File: src/pspw_pkg.sv
// ----------------------------------------------------------------------------
// pspw_pkg
// Shared types and constants for the shift-register plane writer.
// ----------------------------------------------------------------------------
package pspw_pkg;

  localparam int LANES  = 8;
  localparam int BYTE_W = 8;
  localparam int IDX_W  = 5;
  localparam int CMD_W  = 2;

  // register file
  localparam int        PADDR_W          = 3;
  localparam int        PDATA_W          = 32;
  localparam logic      REG_HIGH_CYCLES  = 1'b0;   // paddr[2] of the register
  localparam logic [7:0] HIGH_CYCLES_RST = 8'd1;

  typedef enum logic [CMD_W-1:0] {
    OP_TICK       = 2'd0,
    OP_LOAD       = 2'd1,
    OP_LATCH      = 2'd2,
    OP_SOFT_RESET = 2'd3
  } op_kind_t;

  typedef struct packed {
    op_kind_t          kind;
    logic [IDX_W-1:0]  byte_index;
    logic [BYTE_W-1:0] byte_value;
    logic              plane_done;
    logic              index_ok;
  } op_t;

endpackage

File: src/pspw_front.sv
// ----------------------------------------------------------------------------
// pspw_front
// Classifies an incoming word into an operation for the back end.
// ----------------------------------------------------------------------------
module pspw_front #(
  parameter int CHAIN_DEPTH = 32
) (
  input  logic [1:0]      command,
  input  logic [4:0]      byte_index,
  input  logic [7:0]      byte_value,
  input  logic            plane_done,
  output pspw_pkg::op_t   op
);
  import pspw_pkg::*;

  localparam int CHAIN_BYTES = (CHAIN_DEPTH + 7) / 8;
  localparam int PLANE_BYTES = LANES * CHAIN_BYTES;

  op_kind_t kind;

  always_comb begin
    case (command)
      OP_TICK:  kind = OP_TICK;
      OP_LOAD:  kind = OP_LOAD;
      OP_LATCH: kind = OP_LATCH;
      default:  kind = OP_SOFT_RESET;
    endcase
  end

  always_comb begin
    op.kind       = kind;
    op.byte_index = byte_index;
    op.byte_value = byte_value;
    op.plane_done = plane_done;
    // bytes past the plane are dropped, plane_done still counts
    op.index_ok   = ({2'b00, byte_index} < 7'(PLANE_BYTES));
  end

endmodule

File: src/pspw_fifo.sv
// ----------------------------------------------------------------------------
// pspw_fifo
// Two-entry queue of decoded operations between front and back end.
// ----------------------------------------------------------------------------
module pspw_fifo (
  input  logic          clk,
  input  logic          rst,
  input  logic          push,
  input  pspw_pkg::op_t push_op,
  input  logic          pop,
  output pspw_pkg::op_t pop_op,
  output logic          full,
  output logic          empty
);
  import pspw_pkg::*;

  op_t        entries [2];
  logic       wr_ptr;
  logic       rd_ptr;
  logic [1:0] count;

  assign full   = (count == 2'd2);
  assign empty  = (count == 2'd0);
  assign pop_op = entries[rd_ptr];

  always_ff @(posedge clk) begin
    if (push) begin
      entries[wr_ptr] <= push_op;
    end
  end

  always_ff @(posedge clk) begin
    if (rst) begin
      wr_ptr <= 1'b0;
      rd_ptr <= 1'b0;
      count  <= 2'd0;
    end else begin
      if (push) begin
        wr_ptr <= ~wr_ptr;
      end
      if (pop) begin
        rd_ptr <= ~rd_ptr;
      end
      if (push && !pop) begin
        count <= count + 2'd1;
      end else if (pop && !push) begin
        count <= count - 2'd1;
      end
    end
  end

  a_count_range: assert property (@(posedge clk) disable iff (rst)
    count <= 2'd2)
    else $error("queue count out of range");

  a_count_up: assert property (@(posedge clk) disable iff (rst)
    push && !pop |=> count == $past(count) + 2'd1)
    else $error("queue push lost");

  a_no_underflow: assert property (@(posedge clk) disable iff (rst)
    pop |-> !empty)
    else $error("queue popped while empty");

endmodule

File: src/pspw_back.sv
// ----------------------------------------------------------------------------
// pspw_back
// Executes queued operations: plane buffers, shift/strobe sequencer, result reg.
// ----------------------------------------------------------------------------
module pspw_back #(
  parameter int CHAIN_DEPTH = 32
) (
  input  logic          clk,
  input  logic          rst,
  input  logic [7:0]    high_cycles,
  input  logic          op_valid,
  input  pspw_pkg::op_t op,
  output logic          op_pop,
  input  logic          out_stall,
  output logic          out_valid,
  output logic [7:0]    data_out,
  output logic          shift_clock,
  output logic          store_strobe,
  output logic          ready_for_plane,
  output logic          ready_to_latch
);
  import pspw_pkg::*;

  localparam int CHAIN_BYTES = (CHAIN_DEPTH + 7) / 8;
  localparam int LANE_BITS   = 8 * CHAIN_BYTES;
  localparam int ROW_W       = $clog2(CHAIN_DEPTH);

  localparam logic [3:0] PH_IDLE        = 4'd0;
  localparam logic [3:0] PH_CLK_HI_SET  = 4'd1;
  localparam logic [3:0] PH_CLK_HI_WAIT = 4'd2;
  localparam logic [3:0] PH_CLK_LO_SET  = 4'd3;
  localparam logic [3:0] PH_CLK_LO_WAIT = 4'd4;
  localparam logic [3:0] PH_WRITTEN     = 4'd5;
  localparam logic [3:0] PH_STO_HI_SET  = 4'd6;
  localparam logic [3:0] PH_STO_HI_WAIT = 4'd7;
  localparam logic [3:0] PH_STO_LO_SET  = 4'd8;
  localparam logic [3:0] PH_STO_LO_WAIT = 4'd9;

  // plane storage: one vector per chain, byte k of chain i at bits [8k+7:8k]
  logic [LANE_BITS-1:0]   pending [LANES];
  logic [CHAIN_DEPTH-1:0] active  [LANES];

  logic [3:0]       phase, phase_next;
  logic [7:0]       wait_count, wait_count_next;
  logic [ROW_W-1:0] row, row_next;
  logic             pending_valid, pending_valid_next;
  logic             latch_requested, latch_requested_next;
  logic [7:0]       data_level, data_level_next;
  logic             clock_level, clock_level_next;
  logic             strobe_level, strobe_level_next;

  logic       load_active;
  logic       shift_active;
  logic [7:0] limit;
  logic       set_entry;
  logic [7:0] wc_base;
  logic [7:0] wc_inc;
  logic       elapsed;
  logic [7:0] gather;
  logic       is_tick;

  assign op_pop  = op_valid && (!out_valid || !out_stall);
  assign is_tick = op_pop && (op.kind == OP_TICK);

  always_comb begin
    for (int i = 0; i < LANES; i++) begin
      gather[i] = active[i][CHAIN_DEPTH-1];
    end
  end

  // level timer: entering a level restarts the count at this tick
  assign limit     = (high_cycles == 8'd0) ? 8'd1 : high_cycles;
  assign set_entry = (phase == PH_CLK_HI_SET) || (phase == PH_CLK_LO_SET) ||
                     (phase == PH_STO_HI_SET) || (phase == PH_STO_LO_SET);
  assign wc_base   = set_entry ? 8'd0 : wait_count;
  assign wc_inc    = (wc_base == 8'hFF) ? wc_base : wc_base + 8'd1;
  assign elapsed   = (wc_inc >= limit);

  always_comb begin
    phase_next           = phase;
    wait_count_next      = wait_count;
    row_next             = row;
    pending_valid_next   = pending_valid;
    latch_requested_next = latch_requested;
    data_level_next      = data_level;
    clock_level_next     = clock_level;
    strobe_level_next    = strobe_level;
    load_active          = 1'b0;
    shift_active         = 1'b0;
    if (op_pop) begin
      case (op.kind)
        OP_TICK: begin
          case (phase)
            PH_IDLE: begin
              if (pending_valid) begin
                load_active        = 1'b1;
                pending_valid_next = 1'b0;
                row_next           = '0;
                phase_next         = PH_CLK_HI_SET;
              end
            end
            PH_CLK_HI_SET, PH_CLK_HI_WAIT: begin
              if (phase == PH_CLK_HI_SET) begin
                data_level_next  = gather;
                shift_active     = 1'b1;
                clock_level_next = 1'b1;
              end
              if (elapsed) begin
                wait_count_next = 8'd0;
                phase_next      = PH_CLK_LO_SET;
              end else begin
                wait_count_next = wc_inc;
                phase_next      = PH_CLK_HI_WAIT;
              end
            end
            PH_CLK_LO_SET, PH_CLK_LO_WAIT: begin
              if (phase == PH_CLK_LO_SET) begin
                clock_level_next = 1'b0;
              end
              if (elapsed) begin
                wait_count_next = 8'd0;
                row_next        = row + ROW_W'(1);
                if (row == ROW_W'(CHAIN_DEPTH - 1)) begin
                  phase_next = PH_WRITTEN;
                end else begin
                  phase_next = PH_CLK_HI_SET;
                end
              end else begin
                wait_count_next = wc_inc;
                phase_next      = PH_CLK_LO_WAIT;
              end
            end
            PH_WRITTEN: begin
              if (latch_requested) begin
                latch_requested_next = 1'b0;
                phase_next           = PH_STO_HI_SET;
              end
            end
            PH_STO_HI_SET, PH_STO_HI_WAIT: begin
              if (phase == PH_STO_HI_SET) begin
                strobe_level_next = 1'b1;
              end
              if (elapsed) begin
                wait_count_next = 8'd0;
                phase_next      = PH_STO_LO_SET;
              end else begin
                wait_count_next = wc_inc;
                phase_next      = PH_STO_HI_WAIT;
              end
            end
            PH_STO_LO_SET, PH_STO_LO_WAIT: begin
              if (phase == PH_STO_LO_SET) begin
                strobe_level_next = 1'b0;
              end
              if (elapsed) begin
                wait_count_next = 8'd0;
                phase_next      = PH_IDLE;
              end else begin
                wait_count_next = wc_inc;
                phase_next      = PH_STO_LO_WAIT;
              end
            end
            default: begin
              phase_next = PH_IDLE;
            end
          endcase
        end
        OP_LOAD: begin
          if (op.plane_done) begin
            pending_valid_next = 1'b1;
          end
        end
        OP_LATCH: begin
          latch_requested_next = 1'b1;
        end
        default: begin
          phase_next           = PH_IDLE;
          wait_count_next      = 8'd0;
          row_next             = '0;
          pending_valid_next   = 1'b0;
          latch_requested_next = 1'b0;
        end
      endcase
    end
  end

  // pending plane: written at a decoded byte position
  always_ff @(posedge clk) begin
    for (int i = 0; i < LANES; i++) begin
      for (int k = 0; k < CHAIN_BYTES; k++) begin
        if (op_pop && (op.kind == OP_LOAD) && op.index_ok &&
            ({2'b00, op.byte_index} == 7'(i * CHAIN_BYTES + k))) begin
          pending[i][8*k +: 8] <= op.byte_value;
        end
      end
    end
  end

  // active plane: parallel load, then shift out MSB first
  always_ff @(posedge clk) begin
    for (int i = 0; i < LANES; i++) begin
      if (load_active) begin
        active[i] <= pending[i][CHAIN_DEPTH-1:0];
      end else if (shift_active) begin
        active[i] <= {active[i][CHAIN_DEPTH-2:0], 1'b0};
      end
    end
  end

  always_ff @(posedge clk) begin
    if (rst) begin
      phase           <= PH_IDLE;
      wait_count      <= 8'd0;
      row             <= '0;
      pending_valid   <= 1'b0;
      latch_requested <= 1'b0;
      data_level      <= 8'd0;
      clock_level     <= 1'b0;
      strobe_level    <= 1'b0;
      out_valid       <= 1'b0;
    end else begin
      phase           <= phase_next;
      wait_count      <= wait_count_next;
      row             <= row_next;
      pending_valid   <= pending_valid_next;
      latch_requested <= latch_requested_next;
      data_level      <= data_level_next;
      clock_level     <= clock_level_next;
      strobe_level    <= strobe_level_next;
      if (op_pop) begin
        out_valid <= 1'b1;
      end else if (!out_stall) begin
        out_valid <= 1'b0;
      end
    end
  end

  always_ff @(posedge clk) begin
    if (op_pop) begin
      data_out        <= data_level_next;
      shift_clock     <= clock_level_next;
      store_strobe    <= strobe_level_next;
      ready_for_plane <= (phase_next == PH_IDLE);
      ready_to_latch  <= (phase_next == PH_WRITTEN);
    end
  end

  a_wait_zero: assert property (@(posedge clk) disable iff (rst)
    !(phase == PH_CLK_HI_WAIT || phase == PH_CLK_LO_WAIT ||
      phase == PH_STO_HI_WAIT || phase == PH_STO_LO_WAIT) |-> wait_count == 8'd0)
    else $error("wait count left running outside a wait phase");

  a_phase_legal: assert property (@(posedge clk) disable iff (rst)
    phase <= PH_STO_LO_WAIT)
    else $error("sequencer in unused phase code");

  a_pop_result: assert property (@(posedge clk) disable iff (rst)
    op_pop |=> out_valid)
    else $error("executed word produced no result");

  a_tick_only_moves: assert property (@(posedge clk) disable iff (rst)
    !is_tick && !(op_pop && op.kind == OP_SOFT_RESET) |=> $stable(phase))
    else $error("phase moved without a tick or soft reset");

endmodule

File: src/parallel_shift_register_plane_writer.sv
// ----------------------------------------------------------------------------
// parallel_shift_register_plane_writer
// Feeds eight parallel shift-register chains from a byte-loaded bit plane.
// ----------------------------------------------------------------------------
//  channel  signals                                   direction
//  in       in_valid/in_stall, command, byte_index,   into block
//           byte_value, plane_done
//  out      out_valid/out_stall, data_out,            out of block
//           shift_clock, store_strobe,
//           ready_for_plane, ready_to_latch
//  cfg      psel/penable/pwrite/paddr/pwdata/prdata   APB, high_cycles at 0x0
//
//  One word per cycle sustained while out_stall is low; an accepted word is
//  queued, then executed by the back end and lands in the output register.
//  A two-entry queue sits between front and back; in_stall is high while it
//  is full, which only happens when out_stall holds the output register.
//  Reset clears control state and sets high_cycles to 1; plane buffers
//  hold undefined data until loaded.
// ----------------------------------------------------------------------------
module parallel_shift_register_plane_writer #(
  parameter int CHAIN_DEPTH = 32
) (
  input  logic                            clk,
  input  logic                            rst,
  input  logic                            psel,
  input  logic                            penable,
  input  logic                            pwrite,
  input  logic [pspw_pkg::PADDR_W-1:0]    paddr,
  input  logic [pspw_pkg::PDATA_W-1:0]    pwdata,
  output logic [pspw_pkg::PDATA_W-1:0]    prdata,
  output logic                            pready,
  input  logic                            in_valid,
  output logic                            in_stall,
  input  logic [1:0]                      command,
  input  logic [4:0]                      byte_index,
  input  logic [7:0]                      byte_value,
  input  logic                            plane_done,
  output logic                            out_valid,
  input  logic                            out_stall,
  output logic [7:0]                      data_out,
  output logic                            shift_clock,
  output logic                            store_strobe,
  output logic                            ready_for_plane,
  output logic                            ready_to_latch
);
  import pspw_pkg::*;

  logic [7:0] high_cycles;
  logic       cfg_write;
  op_t        front_op;
  op_t        back_op;
  logic       q_full;
  logic       q_empty;
  logic       q_push;
  logic       q_pop;

  assign pready    = 1'b1;
  assign cfg_write = psel && penable && pwrite && (paddr[2] == REG_HIGH_CYCLES);
  assign prdata    = (paddr[2] == REG_HIGH_CYCLES) ? {24'd0, high_cycles} : '0;

  always_ff @(posedge clk) begin
    if (rst) begin
      high_cycles <= HIGH_CYCLES_RST;
    end else if (cfg_write) begin
      high_cycles <= pwdata[7:0];
    end
  end

  assign in_stall = q_full;
  assign q_push   = in_valid && !q_full;

  pspw_front #(
    .CHAIN_DEPTH(CHAIN_DEPTH)
  ) u_front (
    .command    (command),
    .byte_index (byte_index),
    .byte_value (byte_value),
    .plane_done (plane_done),
    .op         (front_op)
  );

  pspw_fifo u_fifo (
    .clk     (clk),
    .rst     (rst),
    .push    (q_push),
    .push_op (front_op),
    .pop     (q_pop),
    .pop_op  (back_op),
    .full    (q_full),
    .empty   (q_empty)
  );

  pspw_back #(
    .CHAIN_DEPTH(CHAIN_DEPTH)
  ) u_back (
    .clk             (clk),
    .rst             (rst),
    .high_cycles     (high_cycles),
    .op_valid        (!q_empty),
    .op              (back_op),
    .op_pop          (q_pop),
    .out_stall       (out_stall),
    .out_valid       (out_valid),
    .data_out        (data_out),
    .shift_clock     (shift_clock),
    .store_strobe    (store_strobe),
    .ready_for_plane (ready_for_plane),
    .ready_to_latch  (ready_to_latch)
  );

endmodule
File: config.mk
export PLATFORM = sky130hd
export DESIGN_NAME = parallel_shift_register_plane_writer
export DESIGN_NICKNAME = d
export VERILOG_FILES = /design/src/pspw_pkg.sv /design/src/pspw_front.sv /design/src/pspw_fifo.sv /design/src/pspw_back.sv /design/src/parallel_shift_register_plane_writer.sv
export SDC_FILE = /design/constraint.sdc
export NUM_CORES = 1
export LEC_CHECK = 0
export BUFFER_PORTS_ARGS = -buffer_cell sky130_fd_sc_hd__buf_2
export CAP_MARGIN = 20
export CORE_MARGIN = 2
export CORE_UTILIZATION = 38
export DETAILED_ROUTE_END_ITERATION = 16
export GPL_ROUTABILITY_DRIVEN = 0
export SYNTH_ARGS = -nofsm -noshare
export SYNTH_HDL_FRONTEND = slang
export SYNTH_SLANG_ARGS = --single-unit
File: constraint.sdc
create_clock -name clk -period 10.8 [get_ports clk]
set_clock_uncertainty 0.2 [all_clocks]
set_input_delay 1.62 -clock clk [delete_from_list [all_inputs] [get_ports clk]]
set_output_delay 1.62 -clock clk [all_outputs]
set_load 0.05 [all_outputs]
==> metrics.cfg <==
[status]
outcome = completed

[clock_tree]
tritoncts = yes
cts_hold_buffers = 0
htreeDepth = 2
clkTransAtPathRegs_ns = 0.06
post_cts_buffers = 0
clock_latency_ns = 0.62
cts-root-buf = clkbuf_16
cts_buffers = 60
cts.sinks = 599
cts_buffer_depth = 3
cts.repair.resized = 0

[grt]
grt_max_degree = 99
first_global_vias = 12730
grt.overflow.total = 0
grt_first_pass_wirelength_um = 67610
grt.total_usage_pct = 13.49
antenna_found_initial = 1

[layout]
instances_no_fill = 2628
fin_util_pct = 43.03
nFillCells = 5489
finalInstanceArea_um2 = 25870
seq_area_um2 = 17550
num-nets-final = 1870
area_delta_synth_final_pct = 12.32
multiInputGateArea_um2 = 4965
final_cell_mix = 722 x nand2_1, 555 x edfxtp_1, 82 x nor2_1
final_common_cell = nand2_1
drive_gt1_share_pct = 10.25

[routing]
drt-initial-drc-count = 924
wire_per_inst_um = 16.08
vias_per_cell = 4.833
wl_um = 42250
drc = 0
vias = 12702
dr.pass1.iters = 5
final_antenna_net_count = 0

[job]
max-cap-violations = 0

[worst_hold_path]
whs_path_depth = 2
worstHoldPathType = reg2reg

[pwr]
leakage_nw = 9.507
power.density_nw_per_um2 = 207.6
vdd_ir_drop_max_uv = 164.0

[placed_design]
portBuffers = 53
placedCellCount = 2515
placed_area_um2 = 23940
place_ws_ns = 4.714
dp_hpwl_um = 21580

[setup_path]
path_max_fanout = 74
start_kind = input pin
r2r_slack_ns = 5.78
cp.required_ns = 10.83
cp-end-kind = flip-flop
arrival_ns = 5.42
worstSetupPathType = in2reg
worstRegToRegCells = 7

[floorplan]
fp.dieArea_um2 = 62610
die_w_um = 250.2
start_util_pct = 38.31
pin_count = 105
rows = 90
dieHeight_um = 250.2
core_area_um2 = 60130

[sta]
rsz0062_at_grt = no
slew_violations = 0
worst_slew_pin_slew_ns = 1.055
finalCriticalPeriod_ns = 5.395
post-route-period-util_pct = 49.96
setup_tns_ns = 0
relSlewSlack_pct = 29.65
fin_ws_ns = 5.405
max_freq_mhz = 185.3
finalHoldViolCount = 0
setup_viol = 0

[synth]
synth_ff_type = edfxtp_1
ys_async_sr_fraction_pct = 0
synth.cell_area_um2 = 23040
ys_warn_count = 0
ys_types = 71
postSynthAreaPerCell_um2 = 13.20
netlist_instances = 1745
yosysSeqAreaShare_pct = 76.17
ys_seq_elements = 599
synth_edf_count = 555

-- cell type report --
cell class              count  area share (%)
diodes                      2         0.01934
multi-input cells        1045           19.19
clock inverters            31           1.064
clock buffers              79           6.354
inverters                  24          0.3482
well taps                 782           3.781
flip-flops and latches    599           67.81
repair buffers             66           1.431
-- Yosys cell counts, drive strengths merged, types with 3 or more instances --
library cell / instances / share of area, %
and2: 9 / 0.25
o21ai: 7 / 0.22
a22o: 37 / 1.4
clkbuf: 18 / 0.29
dfxtp: 44 / 3.8
mux2i: 12 / 0.52
edfxtp: 555 / 72
inv: 24 / 0.39
nand2b: 8 / 0.25
xnor2: 3 / 0.11
buf: 82 / 2.1
xor2: 5 / 0.19
nor3: 13 / 0.40
a21oi: 31 / 0.72
a31oi: 5 / 0.20
and3: 6 / 0.16
a21o: 3 / 0.11
nand4: 3 / 0.081
or3: 3 / 0.10
nand2: 723 / 12
a211oi: 3 / 0.12
nand3: 6 / 0.15
nor2: 83 / 1.4
mux2: 10 / 0.49
ha: 16 / 0.87
-- per-stage QoR --
| stage | hold WS (ns) | total power [mW] |
|---|---|---|
| after floorplan | 0.2363 | 3.179 |
| after global placement | 0.2429 | 3.395 |
| after detailed placement | 0.2463 | 3.408 |
| after CTS | 0.2549 | 5.435 |
| after global routing | 0.2832 | 5.560 |
| final | 0.2580 | 5.372 |
-- cells by family after synthesis --
logic type                 share of synthesized area, %
DFF                                               76.17
AOI/OAI and AO/OA                                 3.992
adders and majority gates                        0.8690
buffers and inverters                             2.748
xor gates and xnor gates                         0.3042
other                                           0.03260
and+or+nand+nor                                   14.87
muxes                                             1.010
-- flip-flops by register name, summed over array words and instances (netlist names), named ones only --
name and flops:
high_cycles 8, u_back.active 256, u_back.clock_level 1, u_back.data_level 8, u_back.data_out 8, u_back.latch_requested 1, u_back.out_valid 1, u_back.pending 256
u_back.pending_valid 1, u_back.phase 4, u_back.ready_for_plane 1, u_back.ready_to_latch 1, u_back.row 5, u_back.shift_clock 1, u_back.store_strobe 1, u_back.strobe_level 1
u_back.wait_count 8, u_fifo.count 2, u_fifo.entries 32, u_fifo.rd_ptr 1, u_fifo.wr_ptr 1
-- critical path, stage by stage --
cell and delay [ns]:
buf_2 0.12, o2bb2ai_4 0.16, inv_2 0.46, nand2_1 0.17
nor3_2 0.24, nand3_4 0.58, nand2b_4 1.08, buf_4 0.85
-- where the power goes --
part,internal (mW),total (mW),switching [mW]
logic,0.114,0.578,0.465
registers,2.73,2.77,0.0374
clock network,1.16,2.02,0.860
total,4.01,5.37,1.36
-- metal layers --
layer  track usage (%)  vias up  wire [um]
met4             4.534        0        826
met5                 0        -          0
met2             22.53      235      20140
met3             2.058       64       1810
li1                  -     6107          -
met1             18.05     6296      19470
-- path summary, 6_finish.rpt --
kind | startpoint | to
worst max register to register | flip-flop | u_back.active[0][56]
worst min register to register | high_cycles[7] | high_cycles[7]
worst min-delay path | high_cycles[7] | high_cycles[7]
worst max-delay path | out_stall | u_back.active[0][56]
No activity file was read; power rests on OpenSTA's default activity.
